===== config.mk =====
export PLATFORM = sky130hd
export DESIGN_NAME = tcce_queue
export DESIGN_NICKNAME = d
export VERILOG_FILES = /design/src/hw/rtl/tcce_queue.sv
export SDC_FILE = /design/constraint.sdc
export NUM_CORES = 1
export LEC_CHECK = 0
export BUFFER_PORTS_ARGS = -buffer_cell sky130_fd_sc_hd__clkbuf_2
export CAP_MARGIN = 15
export CORE_AREA = 2 2 39 41
export DETAILED_ROUTE_END_ITERATION = 10
export DIE_AREA = 0 0 41 43
export SYNTH_ARGS = -nofsm -noshare
export SYNTH_HDL_FRONTEND = slang
export SYNTH_SLANG_ARGS = --single-unit

===== constraint.sdc =====
create_clock -name clk_i -period 1.9 [get_ports clk_i]
set_clock_uncertainty 0.2 [all_clocks]
set_input_delay 0.475 -clock clk_i [delete_from_list [all_inputs] [get_ports clk_i]]
set_output_delay 0.475 -clock clk_i [all_outputs]
set_load 0.005 [all_outputs]

===== src/hw/rtl/tcce_queue.sv =====
// small first-word-fall-through queue between front and back end
// depends on no other file
module tcce_queue #(
  parameter int WIDTH = 1,
  parameter int DEPTH = 2
) (
  input  logic             clk_i,
  input  logic             rst_ni,
  input  logic             push_i,
  input  logic [WIDTH-1:0] wr_data_i,
  input  logic             pop_i,
  output logic [WIDTH-1:0] rd_data_o,
  output logic             full_o,
  output logic             empty_o
);

  localparam int PTR_W = $clog2(DEPTH);
  localparam int CNT_W = $clog2(DEPTH + 1);

  logic [WIDTH-1:0] data_q [DEPTH];
  logic [PTR_W-1:0] wr_ptr_q, rd_ptr_q;
  logic [CNT_W-1:0] count_q;
  logic             do_push, do_pop;

  assign full_o    = count_q == CNT_W'(DEPTH);
  assign empty_o   = count_q == '0;
  assign do_push   = push_i & ~full_o;
  assign do_pop    = pop_i & ~empty_o;
  assign rd_data_o = data_q[rd_ptr_q];

  always_ff @(posedge clk_i) begin
    if (do_push) data_q[wr_ptr_q] <= wr_data_i;
  end

  always_ff @(posedge clk_i or negedge rst_ni) begin
    if (!rst_ni) begin
      wr_ptr_q <= '0;
      rd_ptr_q <= '0;
      count_q  <= '0;
    end else begin
      if (do_push) wr_ptr_q <= (wr_ptr_q == PTR_W'(DEPTH - 1)) ? '0 : wr_ptr_q + 1'b1;
      if (do_pop)  rd_ptr_q <= (rd_ptr_q == PTR_W'(DEPTH - 1)) ? '0 : rd_ptr_q + 1'b1;
      unique case ({do_push, do_pop})
        2'b10:   count_q <= count_q + 1'b1;
        2'b01:   count_q <= count_q - 1'b1;
        default: count_q <= count_q;
      endcase
    end
  end

endmodule


Word-level counts from Yosys, hierarchy flattened. Memories as Yosys holds them, arrays and structs flattened. Index checks and enable logic that the tools add are counted.

Flip-flop bits (word level): 4. Memory bits (writable): 2. Bits of input ports: 5. Output and inout port bits: 3. Word-level logic and storage cells: 22. Memories: 1.

$add $sub $neg: 4. Equal/unequal tests: 3. Multiplexer cells: 5. Bitwise logic cells: 4. Reductions and logical operators: 2.

Memories: data_q (words 2, width 1, read ports 1, clocked after memory_dff 0, wr ports 1, line 20) `logic [WIDTH-1:0] data_q [DEPTH];`.

Operators with widths (number): 2-bit equality test (second input constant) (2); 1-bit 2-to-1 mux (4); 2-bit one-hot mux with 2 select lines (1); 1-bit adder (second input constant) (2); 2-bit by 1-bit adder with 2-bit output (second input constant) (1); 1-bit AND (2); 2-bit by 1-bit equality test with 1-bit output (second input constant) (1); 2-bit zero test (1); 1-bit NOT (2); 2-bit nonzero test (1); 2-bit by 1-bit subtractor with 2-bit output (second input constant) (1).

Longest topological paths before layout.
Depth in word-level cells: 5. Gate-level depth with buffers: 6. Gate-level depth less buffers: 6.

Worst setup path after synthesis. No wires, ideal clock.

Path kind: reg2reg. Start point: reg count_q[0]. End point: reg count_q[1]. Library setup time: 0.079 ns. Data arrival time: 1.196 ns. Slack: 0.424 ns. Cell stages (with the launch flop): 6. Path buffers: 0. Clock period less this slack: 1.476 ns. Cell sequence: dfrtp_1 nor2_1 nor2b_2 ha_1 nor2_1 xor2_1.

Cells in the longest elaborated chain, start to end: 5. Elaborated cells on any way between the ends: 12.

RTL lines: start, declared (line 22) `logic [CNT_W-1:0] count_q;`; start signal, assigned (line 44) `2'b10: count_q <= count_q + 1'b1;`; start signal, assigned (line 45) `2'b01: count_q <= count_q - 1'b1;`; start signal, assigned (line 46) `default: count_q <= count_q;`; 2-bit zero test * (line 26) `assign empty_o = count_q == '0;`; named net empty_o (line 14) `output logic empty_o`; 1-bit NOT * (line 28) `assign do_pop = pop_i & ~empty_o;`; 1-bit AND * (line 28); named net do_pop (line 23) `logic do_push, do_pop;`; 2-bit by 1-bit equality test with 1-bit output or 2-bit equality test (tied branches) (line 43) `unique case ({do_push, do_pop})`; 2-bit one-hot mux with 2 select lines or 2-bit nonzero test (tied branches).

The timed path passes the listed nets; every way through them passes the cells marked *. A chain may end at the register's enable or synchronous reset.

Final worst setup path.
Start point: reg rd_ptr_q. End point: out rd_data_o.

Cells in the longest elaborated chain, start to end: 1.

RTL lines: start, declared (line 21) `logic [PTR_W-1:0] wr_ptr_q, rd_ptr_q;`; start signal, assigned (line 42) `if (do_pop) rd_ptr_q <= (rd_ptr_q == PTR_W'(DEPTH - 1)) ? '0 : rd_ptr_q + 1'b1;`; memory read 2 x 1 bit; end, declared (line 12) `output logic [WIDTH-1:0] rd_data_o,`.

No other way between the ends.

==> run_results.csv <==
group,metric,value,unit
outcome,status,"finished, final reports clean",
clock_tree,path_clk_slew,50,ps
grt,grt_antenna_before_repair,0,
worst_setup_path,path_class,"reg -> out",
die,die_width,41,um
layout,final_nets,40,
die,dieArea,0.00176,mm^2
power_and_ir_drop,power_frac_comb,0.358,
yosys,yosys_warnings,0,
yosys,synth-seq-cells,6,
layout,area_delta_synth_final,34.1,%
power_and_ir_drop,power_switching,177,uW
worst_setup_path,cp.required,1220,ps
timing,finalCritPeriodShare,0.913,
power_and_ir_drop,intPower,389,uW
drt,drc_errors,0,
drt,routed_via_density,3.67,
clock_tree,cts-root-buf,"clkbuf_4",
worst_setup_path,crit_fanout,2,
drt,first_pass_iters,4,
clock_tree,clock_latency,240,ps
yosys,synth_top_cell_by_area,"dfrtp_1",
hold_path,hold_path_class,"in -> reg",
worst_setup_path,cp_num_buf_inv,1,
clock_tree,h-tree-depth,1,
yosys,seq_area_frac_synth,0.598,
hold_path,hp-start,"wr_data_i",
yosys,syn_area_per_cell,12.8,um^2
yosys,synthArstFlopShare,0.667,
layout,regArea,160,um^2
timing,drv_slew,0,
worst_setup_path,rr_startpoint,"count_q[0]",
yosys,netlist-cell-type-count,12,
drt,vias,180,
timing,period_minus_slack,1730,ps
layout,diodes,0,
die,die-height,43,um
worst_setup_path,crit_arrival,1060,ps
layout,fillCellCount,153,
worst_setup_path,worstPathCellList,"mux2_2 -> clkbuf_2",
flow_run,max_cap_viol_count,0,
grt,grt_util_all_layers,0.0603,
timing,worstMarginPinSlew,158,ps
timing,setup_viol,0,
yosys,ys_top_cells_by_area,"dfrtp_1, edfxtp_1, xnor2_1, xor2_1, ha_1",
timing,fmax,0.576,GHz
drt,first_iter_violations,2,
worst_setup_path,crit_path_start_kind,"flip-flop",
drt,wl_per_cell,8.61,um
placement,portBuffers,7,
worst_setup_path,cpMaxStageDelayCell,"dfrtp_1",
timing,holdWs,226,ps
yosys,synth_most_common_cell,"dfrtp_1",
yosys,netlist_top_cells_count,"dfrtp_1, nor2_1, xnor2_1",
timing,finalHoldViolations,0,
grt,grt_max_degree,5,
worst_setup_path,critPathLaunch,"rd_ptr_q",
layout,multi_input_area,104,um^2
drt,wl,422,um
power_and_ir_drop,power_frac_seq,0.425,
power_and_ir_drop,peakVddDrop,224,uV
yosys,syn-cell-area,268,um^2
yosys,synth_edf_count,2,
clock_tree,clock_path_buffers,2,
worst_setup_path,end_kind,"primary output",
die,std_cell_rows,14,
grt,grt_first_pass_wirelength,690,um
layout,drive_gt1_frac,0.364,
timing,tns,0,ps
power_and_ir_drop,p_clk_frac,0.217,
die,ios,8,
timing,rsz0062_at_grt,"false",
drt,ant_nets,0,
clock_tree,cts_tree,"built",
yosys,synth_top_area_frac,0.374,
worst_setup_path,slowest_delay,370,ps
die,core,0.00138,mm^2
grt,grt-ovfl-total,0,
grt,grt_pass1_vias,201,
power_and_ir_drop,p_sw_frac,0.313,
yosys,ys.flop_type,"dfrtp_1",
power_and_ir_drop,p_leak,0.000170,uW
timing,relSlewSlack,0.895,
yosys,syn_inst,21,
yosys,syn-num-nets,27,
worst_setup_path,path_delay_family,"flip-flops",
power_and_ir_drop,power-per-cell-area,1580,mW/mm^2
clock_tree,numCtsBuffers,3,
clock_tree,cts_sinks,6,
placement,gpl.final_weighted_congestion,0.537,
die,start_util,0.193,
==> final timing paths <==
kind	cells after the start	to	slack, ps
min in group asynchronous	2	wr_ptr_q	370
max reg2reg	5	count_q[1]	330
min reg2reg	1	wr_ptr_q	290
min	1	data_q[0]	230
max	2	rd_data_o	170
max in group asynchronous	2	count_q[0]	1000
==> cell type report <==
cell class | instances | area share
clock buffer | 4 | 0.0732
sequential | 6 | 0.446
timing repair buffer | 8 | 0.125
inverter | 1 | 0.0105
tap | 16 | 0.0557
multi-input combinational | 14 | 0.289
==> layout by cell type, fill, tap and decap left out, drive strengths merged, types with 2 or more instances in the layout <==
master / n
edfxtp: 2
nor2: 3
clkbuf: 11
xor2: 2
dfrtp: 4
xnor2: 3
==> flip-flops by register name (all words and copies together) (netlist names) <==
signal    count
count_q       2
data_q        2
rd_ptr_q      1
wr_ptr_q      1
==> per-layer routing <==
layer | track usage | share of wire | up-vias
met2 | 0.0906 | 0.54 | 5
met1 | 0.0613 | 0.42 | 84
li1 | - | - | 91
met4 | 0.0800 | 0 | 0
met5 | 0 | 0 | -
met3 | 0 | 0.036 | 0
==> repair_timing <==
item	in CTS	in global routing
setup buffers	0	0
resized for setup	0	0
hold buffers	1	0
hold endpoints to repair	4	0
==> power by group through the flow <==
| stage | clock (uW) | sequential, uW | combinational, uW |
|---|---|---|---|
| 2_1_floorplan | 0 | 231 | 155 |
| 3_3_place_gp | 0 | 243 | 203 |
| 3_5_place_dp | 0 | 245 | 206 |
| 4_1_cts | 129 | 243 | 208 |
| 5_1_grt | 134 | 253 | 234 |
| 6_report | 123 | 241 | 203 |
==> cell families (layout without fill, tap and decap cells) <==
logic type               Yosys count  after routing  share of synthesized area
XOR/XNOR                           5              5                      0.164
AND/OR/NAND/NOR                    7              7                      0.136
adder cells (fa/ha/maj)            1              1                     0.0467
buffers and inverters              1             13                     0.0140
multiplexers                       1              1                     0.0421
flip-flops                         6              6                      0.598
==> metrics by stage <==
| stage | instances | power (uW) | utilization | worst slack, ps | instance area, um^2 |
|---|---|---|---|---|---|
| after CTS | 49 | 580 | 0.259 | 146 | 359 |
| after floorplan | 21 | 387 | - | 424 | 268 |
| after global placement | 44 | 446 | 0.233 | 320 | 323 |
| after global routing | 49 | 621 | 0.259 | 106 | 359 |
| final | 49 | 566 | 0.259 | 165 | 359 |
| after detailed placement | 44 | 451 | 0.233 | 309 | 323 |
(Power assumes the default switching activity.)
