===== config.mk =====
export PLATFORM = sky130hd
export DESIGN_NAME = tcce_front
export DESIGN_NICKNAME = d
export VERILOG_FILES = /design/src/hw/rtl/tcce_pkg.sv /design/src/hw/rtl/tcce_front.sv
export SDC_FILE = /design/constraint.sdc
export NUM_CORES = 1
export LEC_CHECK = 0
export ABC_AREA = 1
export BUFFER_PORTS_ARGS = -buffer_cell sky130_fd_sc_hd__buf_2
export CORE_ASPECT_RATIO = 0.75
export CORE_MARGIN = 1
export CORE_UTILIZATION = 43
export DETAILED_ROUTE_END_ITERATION = 7
export GPL_ROUTABILITY_DRIVEN = 0
export PLACE_DENSITY = 0.85
export SYNTH_ARGS = -nofsm -noshare
export SYNTH_HDL_FRONTEND = slang
export SYNTH_SLANG_ARGS = --single-unit

===== constraint.sdc =====
create_clock -name vclk -period 2.6
set_input_delay 0.39 -clock vclk [all_inputs]
set_output_delay 0.39 -clock vclk [all_outputs]
set_load 0.02 [all_outputs]

===== src/hw/rtl/tcce_pkg.sv =====
// shared types, codes and constants of the text console character engine
// no dependencies; used by scoped names in every module of the block but tcce_queue
package tcce_pkg;

  localparam int COLUMNS_DEFAULT     = 80;
  localparam int ROWS_DEFAULT        = 25;
  localparam int QUEUE_DEPTH_DEFAULT = 2;
  localparam int MAX_COLUMNS         = 128;
  localparam int MAX_ROWS            = 64;

  // fixed field widths
  localparam int CMD_W        = 2;
  localparam int CHAR_W       = 8;
  localparam int ROW_FIELD_W  = 5;
  localparam int COL_FIELD_W  = 7;
  localparam int CELL_W       = 16;
  localparam int POS_W        = 11;
  localparam int ATTR_W       = 8;
  localparam int TOP_W        = 5;
  localparam int APB_ADDR_W   = 3;
  localparam int APB_DATA_W   = 32;
  localparam int ADDR_FIELD_W = $clog2(MAX_COLUMNS * MAX_ROWS);

  typedef enum logic [CMD_W-1:0] {
    CMD_PUT,
    CMD_READ,
    CMD_CLEAR,
    CMD_MOVE
  } cmd_e;

  typedef enum logic {
    REG_ATTRIBUTE,
    REG_SCROLL_TOP
  } reg_idx_e;

  // control bytes
  localparam logic [CHAR_W-1:0] CH_BACKSPACE = 8'h08;
  localparam logic [CHAR_W-1:0] CH_TAB       = 8'h09;
  localparam logic [CHAR_W-1:0] CH_LF        = 8'h0A;
  localparam logic [CHAR_W-1:0] CH_CR        = 8'h0D;
  localparam logic [CHAR_W-1:0] CH_LEFT      = 8'h11;
  localparam logic [CHAR_W-1:0] CH_RIGHT     = 8'h12;
  localparam logic [CHAR_W-1:0] CH_UP        = 8'h13;
  localparam logic [CHAR_W-1:0] CH_DOWN      = 8'h14;
  localparam logic [CHAR_W-1:0] CH_BLANK     = 8'h20;
  localparam logic [CHAR_W-1:0] CH_PRINT_LO  = 8'h20;
  localparam logic [CHAR_W-1:0] CH_PRINT_HI  = 8'h7F;

  localparam logic [CELL_W-1:0] RESET_CELL       = 16'h0F20;
  localparam logic [ATTR_W-1:0] RESET_ATTRIBUTE  = 8'h0F;
  localparam logic [TOP_W-1:0]  RESET_SCROLL_TOP = 5'd10;

  // operation after classification
  typedef enum logic [3:0] {
    OP_PRINT,
    OP_BACKSPACE,
    OP_LEFT,
    OP_RIGHT,
    OP_UP,
    OP_DOWN,
    OP_CR,
    OP_LF,
    OP_TAB,
    OP_NOP,
    OP_READ,
    OP_CLEAR,
    OP_MOVE
  } op_e;

  typedef struct packed {
    op_e                     op;
    logic [CHAR_W-1:0]       char_code;
    logic [ROW_FIELD_W-1:0]  row;
    logic [COL_FIELD_W-1:0]  column;
    logic [ADDR_FIELD_W-1:0] addr;
  } entry_t;

  typedef struct packed {
    logic [ATTR_W-1:0] attribute;
    logic [TOP_W-1:0]  scroll_top;
  } cfg_t;

  typedef struct packed {
    logic [CELL_W-1:0]      cell_value;
    logic [ROW_FIELD_W-1:0] cursor_row;
    logic [COL_FIELD_W-1:0] cursor_column;
    logic [POS_W-1:0]       cursor_position;
  } result_t;

endpackage


===== src/hw/rtl/tcce_front.sv =====
// front end: accepts commands and classifies them into operations
// depends on tcce_pkg
module tcce_front #(
  parameter int COLUMNS = tcce_pkg::COLUMNS_DEFAULT,
  parameter int ROWS    = tcce_pkg::ROWS_DEFAULT
) (
  input  logic                                push_i,
  output logic                                full_o,
  input  logic [tcce_pkg::CMD_W-1:0]          command_i,
  input  logic [tcce_pkg::CHAR_W-1:0]         char_code_i,
  input  logic [tcce_pkg::ROW_FIELD_W-1:0]    row_i,
  input  logic [tcce_pkg::COL_FIELD_W-1:0]    column_i,
  input  logic                                q_full_i,
  input  logic                                busy_i,
  output logic                                q_push_o,
  output tcce_pkg::entry_t                    entry_o
);

  logic in_range;

  assign full_o   = q_full_i | busy_i;
  assign q_push_o = push_i & ~full_o;
  assign in_range = (32'(row_i) < 32'(ROWS)) && (32'(column_i) < 32'(COLUMNS));

  always_comb begin
    entry_o.char_code = char_code_i;
    entry_o.op        = tcce_pkg::OP_NOP;
    // saturated coordinates for move cursor
    entry_o.row    = (32'(row_i) > 32'(ROWS - 1)) ?
                     tcce_pkg::ROW_FIELD_W'(ROWS - 1) : row_i;
    entry_o.column = (32'(column_i) > 32'(COLUMNS - 1)) ?
                     tcce_pkg::COL_FIELD_W'(COLUMNS - 1) : column_i;
    entry_o.addr   = tcce_pkg::ADDR_FIELD_W'(32'(row_i) * COLUMNS + 32'(column_i));
    unique case (tcce_pkg::cmd_e'(command_i))
      tcce_pkg::CMD_PUT: begin
        unique case (char_code_i)
          tcce_pkg::CH_BACKSPACE: entry_o.op = tcce_pkg::OP_BACKSPACE;
          tcce_pkg::CH_LEFT:      entry_o.op = tcce_pkg::OP_LEFT;
          tcce_pkg::CH_RIGHT:     entry_o.op = tcce_pkg::OP_RIGHT;
          tcce_pkg::CH_UP:        entry_o.op = tcce_pkg::OP_UP;
          tcce_pkg::CH_DOWN:      entry_o.op = tcce_pkg::OP_DOWN;
          tcce_pkg::CH_CR:        entry_o.op = tcce_pkg::OP_CR;
          tcce_pkg::CH_LF:        entry_o.op = tcce_pkg::OP_LF;
          tcce_pkg::CH_TAB:       entry_o.op = tcce_pkg::OP_TAB;
          default: begin
            if (char_code_i >= tcce_pkg::CH_PRINT_LO && char_code_i <= tcce_pkg::CH_PRINT_HI)
              entry_o.op = tcce_pkg::OP_PRINT;
            else
              entry_o.op = tcce_pkg::OP_NOP;
          end
        endcase
      end
      // out of range read returns zero and changes nothing
      tcce_pkg::CMD_READ:  entry_o.op = in_range ? tcce_pkg::OP_READ : tcce_pkg::OP_NOP;
      tcce_pkg::CMD_CLEAR: entry_o.op = tcce_pkg::OP_CLEAR;
      tcce_pkg::CMD_MOVE:  entry_o.op = tcce_pkg::OP_MOVE;
    endcase
  end

endmodule


======== Word-level counts from Yosys, hierarchy flattened ========
Index checks and enable logic that the tools add are counted.
cells by class
  eq/ne operators ......................... 11
  multiplexer cells ....................... 6
  magnitude comparators ................... 6
  bitwise gates (word level) .............. 3
  reductions and logical operators ........ 3
  $mul .................................... 1
  $add $sub $neg .......................... 1
operators by type and width
  kind                                                                               number
  8-bit by 4-bit == test with 1-bit output (second input constant)                   4
  8-bit by 5-bit == test with 1-bit output (second input constant)                   4
  4-bit one-hot mux with 8 select lines                                              1
  4-bit one-hot mux with 4 select lines                                              1
  12-bit by 7-bit adder with 13-bit output                                           1
  8-bit by 6-bit >= comparator with 1-bit output (second input constant)             1
  8-bit by 7-bit less-or-equal comparator with 1-bit output (second input constant)  1
  5-bit by 3-bit multiplier with 8-bit output (second input constant)                1
  7-bit greater-than comparator (second input constant)                              1
  7-bit < comparator (second input constant)                                         1
  7-bit 2-to-1 mux                                                                   1
  5-bit greater-than comparator (second input constant)                              1
  5-bit < comparator (second input constant)                                         1
  5-bit 2-to-1 mux                                                                   1
  2-bit == test (second input constant)                                              2
  4-bit 2-to-1 mux                                                                   1
  2-bit by 1-bit == test with 1-bit output (second input constant)                   1
  1-bit logical AND                                                                  2
  2-bit logical NOT                                                                  1
  2-bit 2-to-1 mux                                                                   1
  1-bit AND                                                                          1
  1-bit NOT                                                                          1
  1-bit bitwise OR                                                                   1
storage, ports and cells
  bits of input ports ..................... 25
  register bits after elaboration ......... 0
  output and inout port bits .............. 39

======== Logic depth before layout (Yosys ltp) ========
Gate-level depths: netlist (run 1).
  depth after elaboration ................. 5
  mapped depth ............................ 10

======== Least setup slack after synthesis (run 1) ========
OpenSTA, ideal clock, no wires.
  path type ............................... input -> output
  start ................................... input row_i[1] (netlist name)
  end ..................................... output entry_o[10] (netlist name)
  setup slack ............................. 0.215 ns
  stages .................................. 6
  data arrival time ....................... 1.995 ns
  data required time ...................... 2.210 ns
  cell sequence ........................... ha_1 ha_1 fa_1 inv_1 nor3_2 xor2_1
RTL lines
  item             line              RTL
  start, declared  tcce_front.sv:11  input logic [tcce_pkg::ROW_FIELD_W-1:0] row_i,
  end, declared    tcce_front.sv:16  output tcce_pkg::entry_t entry_o

==> results of run 1 <==
stage by stage:
step                      area, um^2  utilization (%)  hold slack, ns  power (uW)
after global placement          1080             60.5            1.01         267
after global routing            1130             62.9            1.03         318
final                           1130             62.9            1.02         287
after CTS                       1080             60.5            1.02         272
after detailed placement        1080             60.5            1.02         270
after floorplan                  848                -           0.860         195
cell families after synthesis:
family | synth area share (%)
fa+ha+maj | 18.0
compound gates | 6.78
simple gates | 42.8
other cells | 0.442
xor+xnor | 7.23
buf+inv | 24.8
synthesized netlist by cell type:
library cell	number	area share [%]
or2_2	1	0.74
o21ai_1	2	1.2
buf_4	13	12
nand3_2	1	1.2
ha_1	9	13
inv_2	7	3.1
nand2_1	33	15
xor2_1	6	6.2
xnor2_1	1	1.0
fa_1	2	4.7
nor2_4	2	2.7
nor2_2	2	1.5
clkbuf_1	3	1.3
a21oi_1	3	1.8
inv_1	20	8.8
nand2_2	8	5.9
o21ai_0	4	2.4
conb_1	1	0.44
nand2_4	2	2.7
nor2_1	16	7.1
nor3_2	1	1.2
a211oi_2	1	1.5
nand3_1	9	5.3
report_power, final:
| group | leakage, uW | internal (uW) | switching (uW) |
|---|---|---|---|
| sequential | 0 | 0 | 0 |
| clock | 0 | 0 | 0 |
| combinational | 0.000739 | 107 | 181 |
worst max-delay path, delay by kind of cell:
family | cells | cell delay, ns
adder cells (fa/ha/maj) | 3 | 0.99
AND/OR/NAND/NOR | 1 | 0.16
buffers and inverters | 3 | 0.36
XOR/XNOR | 1 | 0.17
area by class of cell:
class | count | area, um^2
well taps | 22 | 27.5
multi-input cells | 104 | 679
fillers | 194 | 663
repair buffers | 63 | 318
inverters | 27 | 101
layer usage:
metal	vias up	track usage [%]	wire (um)
met3	0	0.758	105
met2	30	28.7	829
met4	0	0	0
li1	525	-	-
met5	-	0	0
met1	385	22.6	854
path summary, 6_finish.rpt:
check | from | to | slack (ns) | depth (start not counted)
setup / recovery | row_i[1] | entry_o[10] | 0.14 | 8
hold / removal | column_i[3] | entry_o[3] | 1.02 | 2
==> impl_metrics.json, run 1 <==
{
  "status": "finished, final reports clean",
  "grt_pass1_vias": 696,
  "grt_pass1_wl_mm": 2.68,
  "syn_area_per_cell_um2": 5.77,
  "drt_pass1_iterations": 4,
  "final_nets": 232,
  "crit_chain": "buf_2 -> ha_4 -> ha_4 -> fa_2 -> inv_2 -> nor3_4 -> xor2_1 -> buf_4",
  "p_leak_uw": 0.000739,
  "via_per_inst": 4.35,
  "cp_data_required_time_ns": 2.21,
  "grtUsageTotal_pct": 16.1,
  "max_cap_viol_count": 0,
  "rows": 13,
  "slew_viol_final": 0,
  "path_common_cell": "ha_4",
  "cts_resized": 0,
  "layout_common_cells": "buf_2 (62), nand2_1 (33), inv_1 (19)",
  "drive_gt1_share_pct": 47.9,
  "postCtsSetupRepairBufs": 0,
  "initial_core_util_pct": 47.4,
  "dp.cells": 216,
  "drt-total-wl_mm": 1.79,
  "yosysWarnings": 0,
  "crit_type": "primary input to output port",
  "cp_slowest_cell": "fa_2",
  "fin_crit_sh_pct": 94.6,
  "yosysSeqAreaShare_pct": 0,
  "startpoint_type": "primary input",
  "nClkBuffers": 0,
  "crit_arrival_ns": 2.07,
  "seq_area_um2": 0,
  "syn_area_um2": 848,
  "die_x_um": 53.3,
  "tns_ns": 0,
  "wl_per_cell_um": 8.29,
  "antenna_found_initial": 0,
  "max_freq_mhz": 406,
  "antenna_left": 0,
  "setup_viol": 0,
  "synth_cell_type_count": 23,
  "dieArea_um2": 2160,
  "grt_max_degree": 8,
  "design.seq.count": 0,
  "syn-num-nets": 183,
  "io_pins": 64,
  "core_area_um2": 1790,
  "antenna_cells": 0,
  "power_density_nw_per_um2": 255,
  "fp.dieH_um": 40.5,
  "via_count": 940,
  "synthCells": 147,
  "area_delta_synth_final_pct": 32.7,
  "finalHoldViolCount": 0,
  "io_buffers": 63,
  "layout_min_cycle_time_ns": 2.46,
  "layout_commonest_cell": "buf_2",
  "cp_slowest_stage_delay_ns": 0.58,
  "dpl.hpwl_mm": 1.57,
  "vdd.ir_drop.worst_uv": 227,
  "critPathCaptureType": "output port",
  "fin_cells": 216,
  "drt-initial-drc-count": 17,
  "overflow": 0,
  "drc": 0,
  "ctsHoldBuffers": 0,
  "post-place-ws_ns": 0.0386,
  "rsz0062_at_grt": "false",
  "hold_class": "primary input to output port",
  "worst_slack_ns": 0.140,
  "cp_max_fo": 4
}
Note: power is estimated with default switching activity, not from simulation.
==> run 2, diff against run 1 <==
CORE_MARGIN = 10   (was 1)
RECOVER_POWER = 100   (was default)
==> impl_metrics.json, run 2 (same netlist as run 1, synthesis figures left out) <==
{
  "status": "finished, final reports clean",
  "overflow": 0,
  "p_leak_uw": 0.000645,
  "grtUsageTotal_pct": 10.3,
  "tns_ns": 0,
  "die_x_um": 71.3,
  "postCtsSetupRepairBufs": 0,
  "antenna_cells": 0,
  "via_count": 965,
  "io_buffers": 63,
  "io_pins": 64,
  "core_area_um2": 1810,
  "max_slew_margin_pct": 56.8,
  "seq_area_um2": 0,
  "max_freq_mhz": 406,
  "layout_common_cells": "nand2_1 (34), clkbuf_1 (32), buf_2 (29)",
  "fin_crit_sh_pct": 94.8,
  "area_delta_synth_final_pct": 25.8,
  "power_uw": 273,
  "drt_pass1_iterations": 4,
  "fin_cells": 217,
  "crit_type": "primary input to output port",
  "initial_core_util_pct": 47.0,
  "crit_end": "entry_o[10]",
  "antenna_left": 0,
  "grt_pass1_wl_mm": 3.95,
  "ctsHoldBuffers": 0,
  "critPathCaptureType": "output port",
  "wl_per_cell_um": 11.1,
  "worst_slack_ns": 0.136,
  "design.seq.count": 0,
  "slew_viol_final": 0,
  "dieArea_um2": 4170,
  "layout_commonest_cell": "nand2_1",
  "finalHoldViolCount": 0,
  "place_area_um2": 1090,
  "max_cap_viol_count": 0,
  "dp.cells": 217,
  "dpl.hpwl_mm": 2.17,
  "drt-total-wl_mm": 2.41,
  "drt-initial-drc-count": 15,
  "power_density_nw_per_um2": 255,
  "nClkBuffers": 0,
  "drive_gt1_share_pct": 29.7,
  "layout_min_cycle_time_ns": 2.46,
  "crit_start": "row_i[0]",
  "worstMarginPinSlew_ns": 0.641,
  "via_per_inst": 4.45,
  "setup_viol": 0,
  "crit_arrival_ns": 2.07,
  "grt_max_degree": 8,
  "rsz0062_at_grt": "false",
  "hold_class": "primary input to output port",
  "rows": 13,
  "cts_resized": 0,
  "fp.dieH_um": 58.5,
  "final_area_um2": 1070,
  "cp_data_required_time_ns": 2.21,
  "grt_pass1_vias": 977,
  "startpoint_type": "primary input",
  "vdd.ir_drop.worst_uv": 225,
  "final_nets": 233,
  "antenna_found_initial": 0,
  "drc": 0,
  "fillers": 204,
  "post-place-ws_ns": 0.0818,
  "cp_max_fo": 4
}
run 2: worst min path at each step:
stage	start	end	cells past startpoint	slack, ns
after CTS	column_i[3]	entry_o[3]	2	1.02
final	column_i[1]	entry_o[1]	2	1.05
after floorplan	column_i[6]	entry_o[18]	1	0.86
after detailed placement	column_i[3]	entry_o[3]	2	1.02
after global routing	column_i[3]	entry_o[3]	2	1.05
after global placement	column_i[3]	entry_o[3]	2	1.02
run 2: through the flow:
stage / utilization [%] / hold slack, ns
detailed placement: 60.4 / 1.02
finish: 59.1 / 1.05
CTS: 60.4 / 1.02
global placement: 60.4 / 1.02
floorplan: - / 0.860
global route: 59.1 / 1.05
run 2: layer usage:
metal / vias to the layer above / GRT usage [%] / wire length, um
li1: 528 / - / -
met5: - / 0 / 0
met2: 35 / 19.3 / 1100
met1: 402 / 11.1 / 1020
met4: 0 / 0 / 0
met3: 0 / 4.52 / 286
run 2: area by class of cell:
class                           instances  area, um^2  area share [%]
Inverter                               27         101            9.50
Timing Repair Buffer                   64         285            26.7
Tap cell                               22        27.5            2.58
Multi-Input combinational cell        104         653            61.2
run 2: worst max-delay path, stage by stage:
cell	delay (ns)
buf_2	0.12
ha_1	0.23
ha_4	0.18
fa_1	0.45
xnor2_1	0.30
nor3_2	0.07
xor2_1	0.16
buf_4	0.17
run 2: power by group:
part,internal [uW],switching [uW],total (uW),leakage (uW)
clock,0,0,0,0
sequential,0,0,0,0
combinational,92.7,180,273,0.000645
==> run 3, diff against run 2 <==
ABC_AREA = 0   (was 1)
CAP_MARGIN = 20   (was default)
CORE_UTILIZATION = 41   (was 43)
==> impl_metrics.json, run 3 <==
{
  "io_buffers": 63,
  "final_nets": 192,
  "dpl.hpwl_mm": 2.31,
  "fin_crit_sh_pct": 97.4,
  "crit_start": "row_i[2]",
  "cp_max_fo": 4,
  "grt_pass1_vias": 876,
  "layout_commonest_cell": "clkbuf_1",
  "worstMarginPinSlew_ns": 0.594,
  "layout_common_cells": "clkbuf_1 (34), buf_2 (27), nand2b_1 (8), buf_4 (8), ha_1 (7)",
  "vdd.ir_drop.worst_uv": 207,
  "fp.dieH_um": 57.2,
  "power_density_nw_per_um2": 293,
  "drt-total-wl_mm": 2.66,
  "grt_max_degree": 10,
  "startpoint_type": "primary input",
  "critPathCaptureType": "output port",
  "core_area_um2": 1740,
  "rows": 13,
  "cp_data_required_time_ns": 2.21,
  "drc": 0,
  "yosys.area.top_type": "ha_1",
  "synth.most_common_cell": "buf_4",
  "synth_cell_type_count": 36,
  "syn_area_per_cell_um2": 7.29,
  "setup_viol": 0,
  "initial_core_util_pct": 43.6,
  "fin_cells": 176,
  "synth_area_leaders": "ha_1 (15%), buf_4 (13%), nand2b_1 (6.6%)",
  "max_cap_viol_count": 0,
  "finalHoldViolCount": 0,
  "max_freq_mhz": 395,
  "crit_end": "entry_o[10]",
  "seq_area_um2": 0,
  "syn-num-nets": 140,
  "synth_top_area_share_pct": 14.9,
  "drt-initial-drc-count": 16,
  "dieArea_um2": 3990,
  "syn_area_um2": 758,
  "ctsHoldBuffers": 0,
  "area_delta_synth_final_pct": 36.1,
  "rsz0062_at_grt": "false",
  "via_per_inst": 5.06,
  "yosysSeqAreaShare_pct": 0,
  "nClkBuffers": 0,
  "die_x_um": 69.7,
  "dp.cells": 176,
  "drive_gt1_share_pct": 27.9,
  "p_leak_uw": 0.000480,
  "antenna_found_initial": 0,
  "slew_viol_final": 0,
  "yosysWarnings": 0,
  "grt_pass1_wl_mm": 4.07,
  "io_pins": 64,
  "fin_util_pct": 59.3,
  "drt_pass1_iterations": 4,
  "postCtsSetupRepairBufs": 0,
  "grtUsageTotal_pct": 11.3,
  "antenna_cells": 0,
  "final_area_um2": 1030,
  "antenna_left": 0,
  "crit_type": "primary input to output port",
  "fillers": 167,
  "wl_per_cell_um": 15.1,
  "crit_arrival_ns": 2.14,
  "synthTopCellsByCount": "buf_4 (13), ha_1 (9), nand2b_1 (8), nor2_1 (6), xnor2_1 (5)",
  "place_area_um2": 1020,
  "layout_min_cycle_time_ns": 2.53,
  "multi_input_area_um2": 667,
  "design.seq.count": 0,
  "overflow": 0,
  "via_count": 891,
  "status": "finished, final reports clean",
  "max_slew_margin_pct": 60.0,
  "synthCells": 104,
  "hold_class": "primary input to output port"
}
run 3: cell types whose count changed after synthesis, moves of 4 or more:
cell / previous run / this run
inv_2: 7 / 0
nand2_2: 8 / 0
nor3_1: 0 / 4
nand2_1: 33 / 4
inv_1: 20 / 4
nor2_1: 16 / 6
nand3_1: 9 / 2
nand2b_1: 0 / 8
xnor2_1: 1 / 5
run 3: cell families after synthesis:
group	after synthesis	share of synthesized area, %
AOI/OAI and AO/OA	22	20.3
xor gates and xnor gates	8	9.24
adders and majority gates	11	20.1
buffers and inverters	23	19.0
muxes	3	3.96
other	1	0.495
and+or+nand+nor	36	26.9
run 3: layer usage:
metal  track usage, %  vias to the layer above  share of wire [%]
li1                 -                      450                  -
met5                0                        -                  0
met2             21.7                       28                 53
met1             12.6                      409                 40
met3             2.59                        4                5.8
met4             1.69                        0                1.4
run 3: layout make-up:
class | instances | area share, %
inverters | 4 | 1.45
multi-input cells | 81 | 64.6
well taps | 22 | 2.67
repair buffers | 69 | 31.3
run 3: timing repair:
item,in CTS,in global routing
setup endpoints to repair,2,3
pin swaps,0,4
gates resized for setup,4,6
run 3: power by group:
group / switching [uW] / total, uW / internal [uW] / leakage, uW
Sequential: 0 / 0 / 0 / 0
Clock: 0 / 0 / 0 / 0
Combinational: 186 / 302 / 116 / 0.000480
run 3: critical path: stages:
cell and delay (ns):
buf_2 0.13, ha_1 0.22, ha_4 0.18, fa_2 0.38, xnor2_2 0.17, nor4b_2 0.31
xor2_1 0.19, buf_4 0.17
run 3: how the worst min path moves through the flow:
stage	from	to	slack, ns	cells after the start
after floorplan	column_i[6]	entry_o[17]	0.86	1
after global placement	column_i[3]	entry_o[3]	1.02	2
after detailed placement	column_i[2]	entry_o[2]	1.01	2
after CTS	column_i[2]	entry_o[2]	1.01	2
after global routing	column_i[2]	entry_o[2]	1.05	2
final	column_i[1]	entry_o[1]	1.04	2
run 3: per-stage QoR:
| stage | setup TNS, ns | hold slack, ns | setup slack [ns] | total power [uW] |
|---|---|---|---|---|
| 6_report | 0 | 1.04 | 0.0688 | 302 |
| 3_5_place_dp | -0.189 | 1.01 | -0.117 | 291 |
| 2_1_floorplan | 0 | 0.858 | 0.0495 | 196 |
| 5_1_grt | 0 | 1.05 | 0.0157 | 326 |
| 4_1_cts | 0 | 1.01 | 0.0182 | 298 |
| 3_3_place_gp | -0.0638 | 1.02 | -0.0393 | 284 |
